$ cat config.mk
export PLATFORM = sky130hd
export DESIGN_NAME = flash_page_loader_protocol
export DESIGN_NICKNAME = d
export VERILOG_FILES = /design/src/hdl/flpl_pkg.sv /design/src/hdl/flash_page_loader_protocol.sv /design/src/hdl/flpl_front.sv /design/src/hdl/flpl_queue.sv /design/src/hdl/flpl_back.sv
export VERILOG_INCLUDE_DIRS = /design/src /design/src/hdl
export SDC_FILE = /design/constraint.sdc
export NUM_CORES = 1
export LEC_CHECK = 0
export BUFFER_PORTS_ARGS = -buffer_cell sky130_fd_sc_hd__buf_2
export CORE_UTILIZATION = 45
export CTS_CLUSTER_SIZE = 12
export DETAILED_ROUTE_END_ITERATION = 8
export PLACE_DENSITY = 0.6
export SYNTH_ARGS = -nofsm -noshare
export SYNTH_HDL_FRONTEND = slang
export SYNTH_SLANG_ARGS = --single-unit
$ cat constraint.sdc
create_clock -name clk -period 20.7 [get_ports clk]
set_clock_uncertainty 0.05 [all_clocks]
set_input_delay 3.105 -clock clk [delete_from_list [all_inputs] [get_ports clk]]
set_output_delay 3.105 -clock clk [all_outputs]
set_load 0.05 [all_outputs]
$ cat src/hdl/flash_page_loader_protocol_macros.svh
// Assertion macros for the flash page loader protocol block.
`ifndef FLASH_PAGE_LOADER_PROTOCOL_MACROS_SVH
`define FLASH_PAGE_LOADER_PROTOCOL_MACROS_SVH

// Same-cycle implication, sampled on clk, off while rst_n is low.
`define FLPL_ASSERT_IMPLIES(name, ante, cons, msg) \
    name: assert property (@(posedge clk) disable iff (!rst_n) (ante) |-> (cons)) \
        else $error(msg);

// Next-cycle implication, sampled on clk, off while rst_n is low.
`define FLPL_ASSERT_NEXT(name, ante, cons, msg) \
    name: assert property (@(posedge clk) disable iff (!rst_n) (ante) |=> (cons)) \
        else $error(msg);

`endif

$ cat src/hdl/flpl_pkg.sv
// Shared types and constants for the flash page loader protocol block.
package flpl_pkg;

    localparam int PAGE_BYTES_DEFAULT  = 64;
    localparam int QUEUE_DEPTH_DEFAULT = 4;

    localparam int ADDR_W = 22;
    localparam int LOADS_PER_FILL = 8;

    // incoming message kinds
    localparam logic [2:0] MSG_PAGE_START = 3'd0;
    localparam logic [2:0] MSG_FILL       = 3'd1;
    localparam logic [2:0] MSG_QUIT       = 3'd2;
    localparam logic [2:0] MSG_OTHER_G0   = 3'd3;

    localparam logic [3:0] LEN_START = 4'd2;
    localparam logic [3:0] LEN_FILL  = 4'd8;
    localparam logic [3:0] LEN_QUIT  = 4'd0;

    localparam logic [2:0] RLEN_NONE     = 3'd0;
    localparam logic [2:0] RLEN_LOAD     = 3'd1;
    localparam logic [2:0] RLEN_TWO      = 3'd2;
    localparam logic [2:0] RLEN_ANNOUNCE = 3'd5;

    // configuration register indexes
    localparam logic [2:0] REG_NODE_ID       = 3'd0;
    localparam logic [2:0] REG_BROADCAST_ID  = 3'd1;
    localparam logic [2:0] REG_CPU_TYPE      = 3'd2;
    localparam logic [2:0] REG_NODE_CLASS    = 3'd3;
    localparam logic [2:0] REG_VERSION_MAJOR = 3'd4;
    localparam logic [2:0] REG_VERSION_MINOR = 3'd5;

    typedef enum logic [2:0] {
        KIND_FILL_NEXT    = 3'd0,
        KIND_PAGE_WRITTEN = 3'd1,
        KIND_FILL_BREAK   = 3'd2,
        KIND_ANNOUNCE     = 3'd3,
        KIND_ERASE        = 3'd4,
        KIND_LOAD         = 3'd5,
        KIND_PROGRAM      = 3'd6,
        KIND_RESTART      = 3'd7
    } item_kind_t;

    typedef enum logic [2:0] {
        OP_ANNOUNCE = 3'd0,
        OP_START    = 3'd1,
        OP_RESTART  = 3'd2,
        OP_FILL     = 3'd3,
        OP_BREAK    = 3'd4
    } cmd_op_t;

    typedef struct packed {
        logic [8:0]  node_id;
        logic [8:0]  broadcast_id;
        logic [7:0]  cpu_type;
        logic [15:0] node_class;
        logic [7:0]  version_major;
        logic [7:0]  version_minor;
    } cfg_t;

    typedef struct packed {
        logic            action;
        logic [2:0]      msg_kind;
        logic [8:0]      sender_id;
        logic [3:0]      msg_length;
        logic [7:0][7:0] data;
    } msg_t;

    // classified work handed from front to back
    typedef struct packed {
        cmd_op_t              op;
        logic [7:0]           seq;
        logic [8:0]           dest;
        logic [7:0][7:0]      data;
        logic [ADDR_W-1:0]    addr;
        logic [ADDR_W-1:0]    base;
        logic [15:0]          block;
        logic [8:0]           remain;
        logic                 done;
    } cmd_t;

    typedef struct packed {
        item_kind_t        kind;
        logic [7:0]        seq;
        logic [8:0]        dest;
        logic [2:0]        len;
        logic [4:0][7:0]   payload;
        logic [ADDR_W-1:0] addr;
        logic              last;
    } out_item_t;

    typedef struct packed {
        logic full;
        logic empty;
    } q_status_t;

endpackage

$ cat src/hdl/flash_page_loader_protocol.sv
// Top level of the flash page loader protocol block: ports, config registers and checks.
//
// Each accepted message or announce request gives zero to ten result words. The front end
// takes one message per cycle while the command queue (QUEUE_DEPTH entries) has room; the
// back end sends one result word per cycle from its output register while the receiver takes
// them, so a page fill occupies the output for 9 words, or 10 when it completes the page, an
// idle page start 2 and everything else 1. Messages that give no words (ignored ones, or session
// messages that only take a sequence number) are not queued. No clearing pass after reset.
`include "flash_page_loader_protocol_macros.svh"

module flash_page_loader_protocol #(
    parameter int PAGE_BYTES  = flpl_pkg::PAGE_BYTES_DEFAULT,
    parameter int QUEUE_DEPTH = flpl_pkg::QUEUE_DEPTH_DEFAULT
) (
    input  logic        clk,
    input  logic        rst_n,
    // slave stream
    input  logic        s_tvalid,
    output logic        s_tready,
    input  logic [79:0] s_tdata,  // sender_id, msg_length, byte0..byte7, zero pad
    input  logic [3:0]  s_tuser,  // action, msg_kind
    // master stream
    output logic        m_tvalid,
    input  logic        m_tready,
    output logic [87:0] m_tdata,  // sequence_number, dest_id, reply_length, payload0..payload4,
                                  // flash_address, zero pad
    output logic [2:0]  m_tuser,  // item_kind
    output logic        m_tlast,
    // configuration
    input  logic        psel,
    input  logic        penable,
    input  logic        pwrite,
    input  logic [4:0]  paddr,
    input  logic [31:0] pwdata,
    output logic [31:0] prdata,
    output logic        pready
);
    import flpl_pkg::*;

    cfg_t      cfg_reg;
    msg_t      msg;
    cmd_t      push_cmd;
    cmd_t      head;
    q_status_t q_status;
    out_item_t out_item;
    logic      push;
    logic      pop;
    logic      cfg_write;
    logic [2:0] reg_index;
    logic      reply_out;
    logic      cmd_out;
    logic      load_out;
    logic      work_ready;

    assign pready    = 1'b1;
    assign cfg_write = psel && penable && pwrite && pready;
    assign reg_index = paddr[4:2];

    always_ff @(posedge clk or negedge rst_n)
    begin
        if (!rst_n)
        begin
            cfg_reg.node_id       <= 9'd0;
            cfg_reg.broadcast_id  <= 9'd511;
            cfg_reg.cpu_type      <= 8'd0;
            cfg_reg.node_class    <= 16'd0;
            cfg_reg.version_major <= 8'd1;
            cfg_reg.version_minor <= 8'd0;
        end
        else if (cfg_write)
        begin
            case (reg_index)
                REG_NODE_ID:       cfg_reg.node_id       <= pwdata[8:0];
                REG_BROADCAST_ID:  cfg_reg.broadcast_id  <= pwdata[8:0];
                REG_CPU_TYPE:      cfg_reg.cpu_type      <= pwdata[7:0];
                REG_NODE_CLASS:    cfg_reg.node_class    <= pwdata[15:0];
                REG_VERSION_MAJOR: cfg_reg.version_major <= pwdata[7:0];
                REG_VERSION_MINOR: cfg_reg.version_minor <= pwdata[7:0];
                default:
                begin
                end
            endcase
        end
    end

    always_comb
    begin
        case (reg_index)
            REG_NODE_ID:       prdata = {23'd0, cfg_reg.node_id};
            REG_BROADCAST_ID:  prdata = {23'd0, cfg_reg.broadcast_id};
            REG_CPU_TYPE:      prdata = {24'd0, cfg_reg.cpu_type};
            REG_NODE_CLASS:    prdata = {16'd0, cfg_reg.node_class};
            REG_VERSION_MAJOR: prdata = {24'd0, cfg_reg.version_major};
            REG_VERSION_MINOR: prdata = {24'd0, cfg_reg.version_minor};
            default:           prdata = 32'd0;
        endcase
    end

    assign msg.action     = s_tuser[0];
    assign msg.msg_kind   = s_tuser[3:1];
    assign msg.sender_id  = s_tdata[8:0];
    assign msg.msg_length = s_tdata[12:9];
    assign msg.data       = s_tdata[76:13];

    flpl_front #(
        .PAGE_BYTES (PAGE_BYTES)
    ) u_front (
        .clk      (clk),
        .rst_n    (rst_n),
        .s_valid  (s_tvalid),
        .s_ready  (s_tready),
        .msg      (msg),
        .cfg      (cfg_reg),
        .q_status (q_status),
        .push     (push),
        .cmd      (push_cmd)
    );

    flpl_queue #(
        .DEPTH (QUEUE_DEPTH)
    ) u_queue (
        .clk      (clk),
        .rst_n    (rst_n),
        .push     (push),
        .push_cmd (push_cmd),
        .pop      (pop),
        .head     (head),
        .status   (q_status)
    );

    flpl_back u_back (
        .clk       (clk),
        .rst_n     (rst_n),
        .head      (head),
        .q_status  (q_status),
        .pop       (pop),
        .out_valid (m_tvalid),
        .out_ready (m_tready),
        .out_item  (out_item)
    );

    assign m_tdata = {6'd0, out_item.addr, out_item.payload, out_item.len,
                      out_item.dest, out_item.seq};
    assign m_tuser = out_item.kind;
    assign m_tlast = out_item.last;

    assign reply_out  = m_tvalid && (out_item.kind inside {KIND_FILL_NEXT, KIND_PAGE_WRITTEN,
                                                           KIND_FILL_BREAK, KIND_ANNOUNCE});
    assign cmd_out    = m_tvalid && (out_item.kind inside {KIND_ERASE, KIND_LOAD, KIND_PROGRAM,
                                                           KIND_RESTART});
    assign load_out   = m_tvalid && (out_item.kind == KIND_LOAD);
    assign work_ready = !q_status.empty && (!m_tvalid || m_tready);

    // replies never carry a flash address
    `FLPL_ASSERT_IMPLIES(a_reply_no_addr, reply_out, out_item.addr == '0, "reply has address")
    // flash commands carry no sequence number and no destination
    `FLPL_ASSERT_IMPLIES(a_cmd_no_seq, cmd_out, m_tdata[16:0] == '0, "command has reply fields")
    // a byte load is never the final word of a message
    `FLPL_ASSERT_IMPLIES(a_load_not_last, load_out, !m_tlast, "byte load marked last")
    // queued work reaches the output register without a bubble
    `FLPL_ASSERT_NEXT(a_drain, work_ready, m_tvalid, "back end stalled")

endmodule

$ cat src/hdl/flpl_front.sv
// Front end: accepts messages, keeps session state and classifies each into a command.
module flpl_front #(
    parameter int PAGE_BYTES = flpl_pkg::PAGE_BYTES_DEFAULT
) (
    input  logic              clk,
    input  logic              rst_n,
    input  logic              s_valid,
    output logic              s_ready,
    input  flpl_pkg::msg_t    msg,
    input  flpl_pkg::cfg_t    cfg,
    input  flpl_pkg::q_status_t q_status,
    output logic              push,
    output flpl_pkg::cmd_t    cmd
);
    import flpl_pkg::*;

    localparam logic [8:0] PAGE_W = 9'(PAGE_BYTES);

    logic [7:0]        seq_reg, seq_next;
    logic              in_session_reg, in_session_next;
    logic [15:0]       block_reg, block_next;
    logic [ADDR_W-1:0] base_reg, base_next;
    logic [8:0]        sender_reg, sender_next;
    logic [8:0]        left_reg, left_next;
    logic [ADDR_W-1:0] load_addr_reg, load_addr_next;

    logic              accept;
    logic              own;
    logic [15:0]       new_block;
    logic [24:0]       product;
    logic [ADDR_W-1:0] new_base;
    logic [8:0]        remain;

    assign s_ready   = !q_status.full;
    assign accept    = s_valid && s_ready;
    assign own       = (msg.sender_id == sender_reg);
    assign new_block = {msg.data[0], msg.data[1]};
    assign product   = 25'(new_block) * 25'(PAGE_W);
    assign new_base  = product[ADDR_W-1:0];
    assign remain    = (left_reg > 9'(LOADS_PER_FILL)) ? left_reg - 9'(LOADS_PER_FILL) : 9'd0;

    always_comb
    begin
        seq_next        = seq_reg;
        in_session_next = in_session_reg;
        block_next      = block_reg;
        base_next       = base_reg;
        sender_next     = sender_reg;
        left_next       = left_reg;
        load_addr_next  = load_addr_reg;
        push            = 1'b0;
        cmd             = '0;
        cmd.seq         = seq_reg;
        if (accept)
        begin
            if (!in_session_reg)
            begin
                if (msg.action)
                begin
                    cmd.op      = OP_ANNOUNCE;
                    cmd.dest    = cfg.broadcast_id;
                    cmd.data[0] = cfg.version_major;
                    cmd.data[1] = cfg.version_minor;
                    cmd.data[2] = cfg.cpu_type;
                    cmd.data[3] = cfg.node_class[15:8];
                    cmd.data[4] = cfg.node_class[7:0];
                    push        = 1'b1;
                    seq_next    = seq_reg + 8'd1;
                end
                else if (msg.msg_kind == MSG_PAGE_START && msg.msg_length == LEN_START)
                begin
                    cmd.op          = OP_START;
                    cmd.dest        = msg.sender_id;
                    cmd.data[0]     = {7'd0, PAGE_W[8]};
                    cmd.data[1]     = PAGE_W[7:0];
                    cmd.addr        = new_base;
                    push            = 1'b1;
                    seq_next        = seq_reg + 8'd1;
                    in_session_next = 1'b1;
                    block_next      = new_block;
                    base_next       = new_base;
                    sender_next     = msg.sender_id;
                    left_next       = PAGE_W;
                    load_addr_next  = new_base;
                end
                else if (msg.msg_kind == MSG_QUIT && msg.msg_length == LEN_QUIT)
                begin
                    cmd.op = OP_RESTART;
                    push   = 1'b1;
                end
            end
            else if (!msg.action)
            begin
                // every non-action message inside a session takes a sequence number
                seq_next = seq_reg + 8'd1;
                if (own && msg.msg_kind == MSG_FILL && msg.msg_length == LEN_FILL)
                begin
                    cmd.op         = OP_FILL;
                    cmd.dest       = sender_reg;
                    cmd.data       = msg.data;
                    cmd.addr       = load_addr_reg;
                    cmd.base       = base_reg;
                    cmd.block      = block_reg;
                    cmd.remain     = remain;
                    cmd.done       = (remain == 9'd0);
                    push           = 1'b1;
                    left_next      = remain;
                    load_addr_next = load_addr_reg + ADDR_W'(LOADS_PER_FILL);
                    if (remain == 9'd0)
                    begin
                        in_session_next = 1'b0;
                    end
                end
                else if (own && (msg.msg_kind inside {[MSG_PAGE_START:MSG_OTHER_G0]}))
                begin
                    cmd.op          = OP_BREAK;
                    cmd.dest        = sender_reg;
                    push            = 1'b1;
                    in_session_next = 1'b0;
                end
            end
        end
    end

    always_ff @(posedge clk or negedge rst_n)
    begin
        if (!rst_n)
        begin
            seq_reg        <= '0;
            in_session_reg <= 1'b0;
            block_reg      <= '0;
            base_reg       <= '0;
            sender_reg     <= '0;
            left_reg       <= '0;
            load_addr_reg  <= '0;
        end
        else
        begin
            seq_reg        <= seq_next;
            in_session_reg <= in_session_next;
            block_reg      <= block_next;
            base_reg       <= base_next;
            sender_reg     <= sender_next;
            left_reg       <= left_next;
            load_addr_reg  <= load_addr_next;
        end
    end

endmodule

$ cat src/hdl/flpl_queue.sv
// Small command queue between the front end and the back end.
module flpl_queue #(
    parameter int DEPTH = flpl_pkg::QUEUE_DEPTH_DEFAULT
) (
    input  logic                clk,
    input  logic                rst_n,
    input  logic                push,
    input  flpl_pkg::cmd_t      push_cmd,
    input  logic                pop,
    output flpl_pkg::cmd_t      head,
    output flpl_pkg::q_status_t status
);
    import flpl_pkg::*;

    localparam int PTR_W = (DEPTH > 1) ? $clog2(DEPTH) : 1;
    localparam int CNT_W = $clog2(DEPTH + 1);
    localparam logic [PTR_W-1:0] PTR_LAST = PTR_W'(DEPTH - 1);
    localparam logic [CNT_W-1:0] CNT_FULL = CNT_W'(DEPTH);

    cmd_t             entry_reg [DEPTH];
    logic [PTR_W-1:0] wr_ptr_reg, wr_ptr_next;
    logic [PTR_W-1:0] rd_ptr_reg, rd_ptr_next;
    logic [CNT_W-1:0] count_reg, count_next;
    logic             do_push, do_pop;

    assign status.full  = (count_reg == CNT_FULL);
    assign status.empty = (count_reg == '0);
    assign do_push      = push && !status.full;
    assign do_pop       = pop && !status.empty;
    assign head         = entry_reg[rd_ptr_reg];

    always_comb
    begin
        wr_ptr_next = wr_ptr_reg;
        rd_ptr_next = rd_ptr_reg;
        count_next  = count_reg;
        if (do_push)
        begin
            wr_ptr_next = (wr_ptr_reg == PTR_LAST) ? '0 : wr_ptr_reg + 1'b1;
        end
        if (do_pop)
        begin
            rd_ptr_next = (rd_ptr_reg == PTR_LAST) ? '0 : rd_ptr_reg + 1'b1;
        end
        if (do_push && !do_pop)
        begin
            count_next = count_reg + 1'b1;
        end
        else if (do_pop && !do_push)
        begin
            count_next = count_reg - 1'b1;
        end
    end

    always_ff @(posedge clk or negedge rst_n)
    begin
        if (!rst_n)
        begin
            wr_ptr_reg <= '0;
            rd_ptr_reg <= '0;
            count_reg  <= '0;
        end
        else
        begin
            wr_ptr_reg <= wr_ptr_next;
            rd_ptr_reg <= rd_ptr_next;
            count_reg  <= count_next;
        end
    end

    always_ff @(posedge clk)
    begin
        if (do_push)
        begin
            entry_reg[wr_ptr_reg] <= push_cmd;
        end
    end

endmodule

$ cat src/hdl/flpl_back.sv
// Back end: steps through each queued command and emits its result words.
module flpl_back (
    input  logic                   clk,
    input  logic                   rst_n,
    input  flpl_pkg::cmd_t         head,
    input  flpl_pkg::q_status_t    q_status,
    output logic                   pop,
    output logic                   out_valid,
    input  logic                   out_ready,
    output flpl_pkg::out_item_t    out_item
);
    import flpl_pkg::*;

    localparam logic [3:0] STEP_PROG = 4'(LOADS_PER_FILL);

    logic [3:0] step_reg, step_next;
    logic       valid_reg, valid_next;
    out_item_t  item_reg, item_next;
    out_item_t  item;
    logic [3:0] last_step;
    logic       fire;

    assign fire      = !q_status.empty && (!valid_reg || out_ready);
    assign out_valid = valid_reg;
    assign out_item  = item_reg;

    always_comb
    begin
        item      = '0;
        last_step = 4'd0;
        case (head.op)
            OP_ANNOUNCE:
            begin
                item.kind    = KIND_ANNOUNCE;
                item.seq     = head.seq;
                item.dest    = head.dest;
                item.len     = RLEN_ANNOUNCE;
                item.payload = head.data[4:0];
            end
            OP_START:
            begin
                last_step = 4'd1;
                if (step_reg == 4'd0)
                begin
                    item.kind       = KIND_FILL_NEXT;
                    item.seq        = head.seq;
                    item.dest       = head.dest;
                    item.len        = RLEN_TWO;
                    item.payload[0] = head.data[0];
                    item.payload[1] = head.data[1];
                end
                else
                begin
                    item.kind = KIND_ERASE;
                    item.addr = head.addr;
                end
            end
            OP_RESTART:
            begin
                item.kind = KIND_RESTART;
            end
            OP_FILL:
            begin
                last_step = head.done ? STEP_PROG + 4'd1 : STEP_PROG;
                if (step_reg < STEP_PROG)
                begin
                    item.kind       = KIND_LOAD;
                    item.len        = RLEN_LOAD;
                    item.payload[0] = head.data[step_reg[2:0]];
                    item.addr       = head.addr + ADDR_W'(step_reg[2:0]);
                end
                else if (step_reg == STEP_PROG && head.done)
                begin
                    item.kind = KIND_PROGRAM;
                    item.addr = head.base;
                end
                else if (step_reg == STEP_PROG)
                begin
                    item.kind       = KIND_FILL_NEXT;
                    item.seq        = head.seq;
                    item.dest       = head.dest;
                    item.len        = RLEN_TWO;
                    item.payload[0] = {7'd0, head.remain[8]};
                    item.payload[1] = head.remain[7:0];
                end
                else
                begin
                    item.kind       = KIND_PAGE_WRITTEN;
                    item.seq        = head.seq;
                    item.dest       = head.dest;
                    item.len        = RLEN_TWO;
                    item.payload[0] = head.block[15:8];
                    item.payload[1] = head.block[7:0];
                end
            end
            OP_BREAK:
            begin
                item.kind = KIND_FILL_BREAK;
                item.seq  = head.seq;
                item.dest = head.dest;
                item.len  = RLEN_NONE;
            end
            default:
            begin
                item = '0;
            end
        endcase
        item.last = (step_reg == last_step);
    end

    always_comb
    begin
        step_next  = step_reg;
        valid_next = valid_reg;
        item_next  = item_reg;
        pop        = 1'b0;
        if (fire)
        begin
            item_next  = item;
            valid_next = 1'b1;
            if (step_reg == last_step)
            begin
                pop       = 1'b1;
                step_next = 4'd0;
            end
            else
            begin
                step_next = step_reg + 4'd1;
            end
        end
        else if (out_ready)
        begin
            valid_next = 1'b0;
        end
    end

    always_ff @(posedge clk or negedge rst_n)
    begin
        if (!rst_n)
        begin
            step_reg  <= '0;
            valid_reg <= 1'b0;
        end
        else
        begin
            step_reg  <= step_next;
            valid_reg <= valid_next;
        end
    end

    always_ff @(posedge clk)
    begin
        item_reg <= item_next;
    end

endmodule

==> flow_summary.json, run 1 <==
{
  "final_layout_size_suffix_gt1_frac": 0.2694,
  "die_h_microns": 265.7,
  "cts_buffer_depth": 3,
  "setup_violations": 0,
  "final_cell_area_sq_mm": 0.03570,
  "cts_resized": 0,
  "crit_chain": "buf_2 > nor2b_1 > buf_4 > a22oi_1 > nor2_1 > a21oi_1 > o21ai_0 > buf_2",
  "area_growth_pct": 14.09,
  "status": "complete, no violations",
  "largest_register_ffs": 520,
  "synth_top_flop_cell": "edfxtp_1",
  "ys_ff_latch": 738,
  "finalCritPeriodShare": 0.3787,
  "crit_arrival_ns": 4.68,
  "tightest_slew_ns": 1.235,
  "core_area_sq_mm": 0.06871,
  "hpwl_microns": 50070,
  "slowest_delay_ns": 0.45,
  "synth_enable_flop_cells": 606,
  "p_int_mw": 2.926,
  "clock_tree.htree_level_count": 3,
  "ys_top_cells_by_area": "edfxtp_1 58%, mux4_2 10%, dfrtp_1 9.8%",
  "grt_first_pass_wirelength_microns": 114500,
  "synth_top_area_frac": 0.5816,
  "post-route-drc-count": 0,
  "cts_tree": "built",
  "p_seq_frac": 0.429,
  "slew_violations": 0,
  "setup_ws_ns": 12.86,
  "finalWeightedCongestion": 0.8500,
  "first_global_vias": 17810,
  "p_total_mw": 4.295,
  "netlist_area_sq_mm": 0.03129,
  "yosys.area.top_type": "edfxtp_1",
  "ys_top_cells_by_count": "606 x edfxtp_1, 167 x nand2_1, 145 x mux4_2",
  "route.antenna.remaining_nets": 0,
  "track_usage": 0.2197,
  "powerDensity_mw_per_mm2": 120.3,
  "drt_iter0_drc": 1633,
  "synth_seq_area_share": 0.6876,
  "rsz0062_at_grt": "no",
  "hold_ws_ns": 0.4248,
  "combPwrFrac": 0.263,
  "crit_slowest_cell": "buf_2",
  "path_common_cell": "buf_2",
  "wl_per_cell_microns": 24.31,
  "dieArea_sq_mm": 0.07059,
  "nets": 2299,
  "cts-root-buf": "clkbuf_16",
  "hold_class": "register to register",
  "tns_ns": 0,
  "criticalPathCategory": "input port to primary output",
  "synth_cells": 1933,
  "grt_max_degree": 74,
  "cts_hold_buf": 0,
  "wirelength_microns": 76410,
  "clock_sinks": 738,
  "min_period_ns": 7.839,
  "place_area_sq_mm": 0.03327,
  "clk_pin_slew_ns": 0.06,
  "worst_setup_path_end_kind": "primary output",
  "path_max_fanout": 24,
  "start_util": 0.4554,
  "leakage_nw": 13.10,
  "yosysUniqueCellTypes": 75,
  "synthArstFlopShare": 0.1789,
  "vias": 17923,
  "start_kind": "input port",
  "first_pass_iters": 5,
  "fp-row-count": 96,
  "clock_latency_ns": 0.62,
  "cap_violations": 0,
  "n_antenna_cell": 0,
  "die_x_microns": 265.7,
  "clockPowerShare": 0.308,
  "ys_warn_count": 0,
  "avgSynthCellArea_sq_um": 16.19,
  "antenna_found_initial": 3,
  "cts-buffers-inserted": 78,
  "grt_overflow": 0,
  "power.switching_mw": 1.368,
  "sw_frac_of_total": 0.3187,
  "ioPinCount": 255,
  "cts_setup_buffers": 0,
  "report.final.hold_viol_count": 0,
  "io_buffers": 210,
  "via_per_inst": 5.703,
  "relSlewSlack": 0.1707,
  "yosys.cell_count.top_type": "edfxtp_1",
  "place_ws_ns": 12.90,
  "peakVddDrop_uv": 67.21,
  "fmax_mhz": 127.6,
  "required_ns": 17.55
}
cell type report:
class | count | area, sq um
inverter | 28 | 105.1
fill | 5767 | 33010
multi-input combinational | 1064 | 9164
tap | 931 | 1165
clock buffer | 117 | 2253
sequential | 738 | 21520
timing repair buffer | 245 | 1320
clock inverter | 20 | 167.7
final timing paths:
| check | from | to | slack [ns] | cells after the start |
|---|---|---|---|---|
| max in group asynchronous | rst_n | u_front.sender_reg[7]$_DFFE_PN0P_ | 16.74 | 2 |
| max reg2reg | u_queue.rd_ptr_reg[0]$_DFFE_PN0P_ | u_back.out_item[15]$_DFFE_PP_ | 15.32 | 10 |
| min in group asynchronous | rst_n | u_front.left_reg[0]$_DFFE_PN0P_ | 2.47 | 1 |
| min | u_front.block_reg[9]$_DFFE_PN0P_ | u_front.block_reg[9]$_DFFE_PN0P_ | 0.42 | 2 |
| max | paddr[4] | prdata[5] | 12.86 | 8 |
| min reg2reg | u_front.block_reg[9]$_DFFE_PN0P_ | u_front.block_reg[9]$_DFFE_PN0P_ | 0.42 | 2 |
per-stage QoR:
step,util,instances
2_1_floorplan,-,1958
3_3_place_gp,0.4843,3006
3_5_place_dp,0.4843,3006
4_1_cts,0.5195,3143
5_1_grt,0.5195,3143
6_report,0.5195,3143
power groups by stage:
stage	registers, mW	clock network, mW	logic, mW
2_1_floorplan	2.05	0	0.643
3_3_place_gp	1.87	0	1.13
3_5_place_dp	1.87	0	1.14
4_1_cts	1.84	1.35	1.15
5_1_grt	1.86	1.41	1.20
6_report	1.84	1.32	1.13
cells by family (layout without fill, tap and decap cells):
kind of cell               count (synthesis)  in the layout  synth area share
DFF                                      738            738            0.6876
and+or+nand+nor                          488            488           0.07650
buffers and inverters                    156            410           0.02435
AOI/OAI and AO/OA                        246            246           0.05327
adders and majority gates                 16             16          0.006878
other                                      2             27         0.0002400
muxes                                    247            247            0.1400
xor gates and xnor gates                  40             40           0.01120
cells in the final DEF (no fill, tap or decap), types with 5 or more instances in the layout:
cell type,instances
nand4_1,12
inv_1,27
nor2_1,96
a22o_1,15
dfstp_2,10
and2_4,5
a21oi_1,40
clkinv_2,5
a211oi_1,15
o31ai_1,5
dfrtp_1,120
xnor2_1,18
clkbuf_16,82
conb_1,27
a32oi_1,5
mux2i_1,34
mux4_2,145
nand3_1,28
edfxtp_1,606
o22ai_1,10
buf_2,209
a21o_1,5
and3_1,19
o21ai_0,53
a22oi_1,51
a221oi_1,8
buf_4,35
nor3_1,19
clkbuf_1,28
clkinv_1,7
ha_1,14
and2_1,77
nand2_1,167
nor2b_1,23
clkbuf_8,7
xor2_1,22
mux2_2,66
nor4_1,7
metal layers:
layer / track usage / vias to the layer above / wire [microns]
met1: 0.3224 / 9260 / 33960
met5: 0 / - / 23
met4: 0.06275 / 4 / 1717
met2: 0.3373 / 637 / 35740
met3: 0.03944 / 102 / 4976
li1: - / 7920 / -
worst max-delay path: cells and delay by family:
family	cells	cell delay, ns
AO/OA/AOI/OAI	3	0.47
AND/OR/NAND/NOR	2	0.16
buffers and inverters	3	0.93
(Power assumes the default switching activity.)
==> run 2: changes to the inputs <==
clock period = 7.77 ns   (was 20.7 ns; I/O delays follow)
==> run 2 against run 1 <==
  * Final cell count is 0.13% higher
  * Cell area increased by 0.18%
  * First-iteration DRC count fell by 2.7%
  * Highest routed layer is now met4
  * Core utilization up 0.095 points
  * Worst setup slack got worse by 9.3 ns
  * Count of clock-buffer cells in the layout unchanged
  * Sequential share of layout area shrank 0.11 points
==> flow_summary.json, run 2 (same netlist as run 1, synthesis figures left out) <==
{
  "power.switching_mw": 3.676,
  "path_max_fanout": 68,
  "core_area_sq_mm": 0.06871,
  "clock_tree.htree_level_count": 3,
  "final_layout_size_suffix_gt1_frac": 0.2681,
  "fmax_mhz": 236.2,
  "placedCellCount": 3003,
  "die_x_microns": 265.7,
  "peakVddDrop_uv": 188.5,
  "grt_first_pass_wirelength_microns": 114500,
  "cts_tree": "built",
  "layout_commonest_cell": "edfxtp_1",
  "clock_latency_ns": 0.63,
  "antenna_found_initial": 1,
  "hp-start": "u_front.block_reg[2]$_DFFE_PN0P_",
  "cts_resized": 0,
  "min_period_ns": 4.233,
  "leakage_nw": 13.12,
  "clockPowerShare": 0.311,
  "slew_violations": 0,
  "cts-root-buf": "clkbuf_16",
  "relSlewSlack": 0.1592,
  "start_util": 0.4554,
  "post-route-drc-count": 0,
  "largest_register_ffs": 520,
  "highest_layer": "met4",
  "rsz0062_at_grt": "no",
  "post-route-util": 0.5205,
  "n_antenna_cell": 0,
  "worst_setup_path_end_kind": "register",
  "dr_wl_met2_microns": 35980,
  "r2r_setup_slack_ns": 3.55,
  "report.final.hold_viol_count": 0,
  "finalNonFillerCells": 3147,
  "vias": 18051,
  "wl_per_cell_microns": 24.36,
  "status": "complete, no violations",
  "hold_class": "register to register",
  "combPwrFrac": 0.260,
  "grt_max_degree": 74,
  "final_cell_area_sq_mm": 0.03576,
  "clk_pin_slew_ns": 0.06,
  "finalWeightedCongestion": 0.8319,
  "first_global_vias": 17887,
  "ioPinCount": 255,
  "grt_overflow": 0,
  "wirelength_microns": 76660,
  "crit_arrival_ns": 4.44,
  "track_usage": 0.2191,
  "area_growth_pct": 14.30,
  "fp-row-count": 96,
  "most-common-layout-cells": "606 x edfxtp_1, 210 x buf_2, 167 x nand2_1",
  "cap_violations": 0,
  "die_h_microns": 265.7,
  "fillers": 5720,
  "tightest_slew_ns": 1.252,
  "powerDensity_mw_per_mm2": 321.2,
  "cts_hold_buf": 0,
  "m1WireLength_microns": 33920,
  "sw_frac_of_total": 0.3201,
  "route.antenna.remaining_nets": 0,
  "hpwl_microns": 50380,
  "via_per_inst": 5.736,
  "io_buffers": 210,
  "clock_sinks": 738,
  "cts_buffer_depth": 3,
  "p_int_mw": 7.810,
  "nets": 2298,
  "finalCritPeriodShare": 0.5448,
  "cp-startpoint": "s_tdata[6]",
  "dieArea_sq_mm": 0.07059,
  "hold_ws_ns": 0.4147,
  "first_pass_iters": 6,
  "cts_setup_buffers": 0,
  "tns_ns": 0,
  "dr_wl_met3_microns": 5348,
  "place_area_sq_mm": 0.03330,
  "p_seq_frac": 0.429,
  "setup_violations": 0,
  "drt_iter0_drc": 1589,
  "start_kind": "input port",
  "cts-buffers-inserted": 79,
  "criticalPathCategory": "input port to register",
  "required_ns": 7.97,
  "reg2reg_from": "u_queue.rd_ptr_reg[1]$_DFFE_PN0P_"
}
==> run 2: cell type report <==
| type | instances | area, sq um | area share |
|---|---|---|---|
| Sequential cell | 738 | 21520 | 0.6018 |
| Tap cell | 931 | 1165 | 0.03257 |
| Clock inverter | 26 | 183.9 | 0.005143 |
| Timing Repair Buffer | 243 | 1353 | 0.03782 |
| Inverter | 28 | 105.1 | 0.002939 |
| Clock buffer | 117 | 2270 | 0.06347 |
| Multi-Input combinational cell | 1064 | 9164 | 0.2563 |
==> run 2: per-stage QoR <==
step	setup WS, ns	power (mW)
detailed placement	2.895	8.045
CTS	3.526	11.62
finish	3.537	11.49
global placement	2.958	8.008
global route	3.229	11.93
floorplan	0.2993	7.183
==> run 2: worst max-delay path, stage by stage <==
cell and delay, ns:
buf_2 0.12, xor2_1 0.14, nor4_1 0.43, nand3_1 0.16, o21a_1 0.19, nor3_1 0.66
and2_4 0.98, buf_12 0.44
==> run 2: power by group through the flow <==
stage	clock network (mW)	logic, mW	registers [mW]
4_1_cts	3.65	3.03	4.94
6_report	3.57	2.98	4.93
3_5_place_dp	0	3.02	5.02
3_3_place_gp	0	2.98	5.02
5_1_grt	3.79	3.16	4.98
2_1_floorplan	0	1.71	5.47
==> run 2: worst paths after layout <==
check | cells past startpoint | endpoint
max | 8 | u_queue.entry_reg[0][116]$_DFFE_PP_
min | 2 | u_front.block_reg[2]$_DFFE_PN0P_
max reg2reg | 9 | u_back.out_item[15]$_DFFE_PP_
min reg2reg | 2 | u_front.block_reg[2]$_DFFE_PN0P_
max in group asynchronous | 2 | cfg_reg[17]$_DFFE_PN0P_
min in group asynchronous | 1 | u_front.left_reg[2]$_DFFE_PN0P_
==> run 2: routing by layer <==
metal	up-vias	GRT usage
li1	7924	-
met1	9315	0.3238
met2	704	0.3383
met3	108	0.03638
met4	0	0.05809
met5	-	0
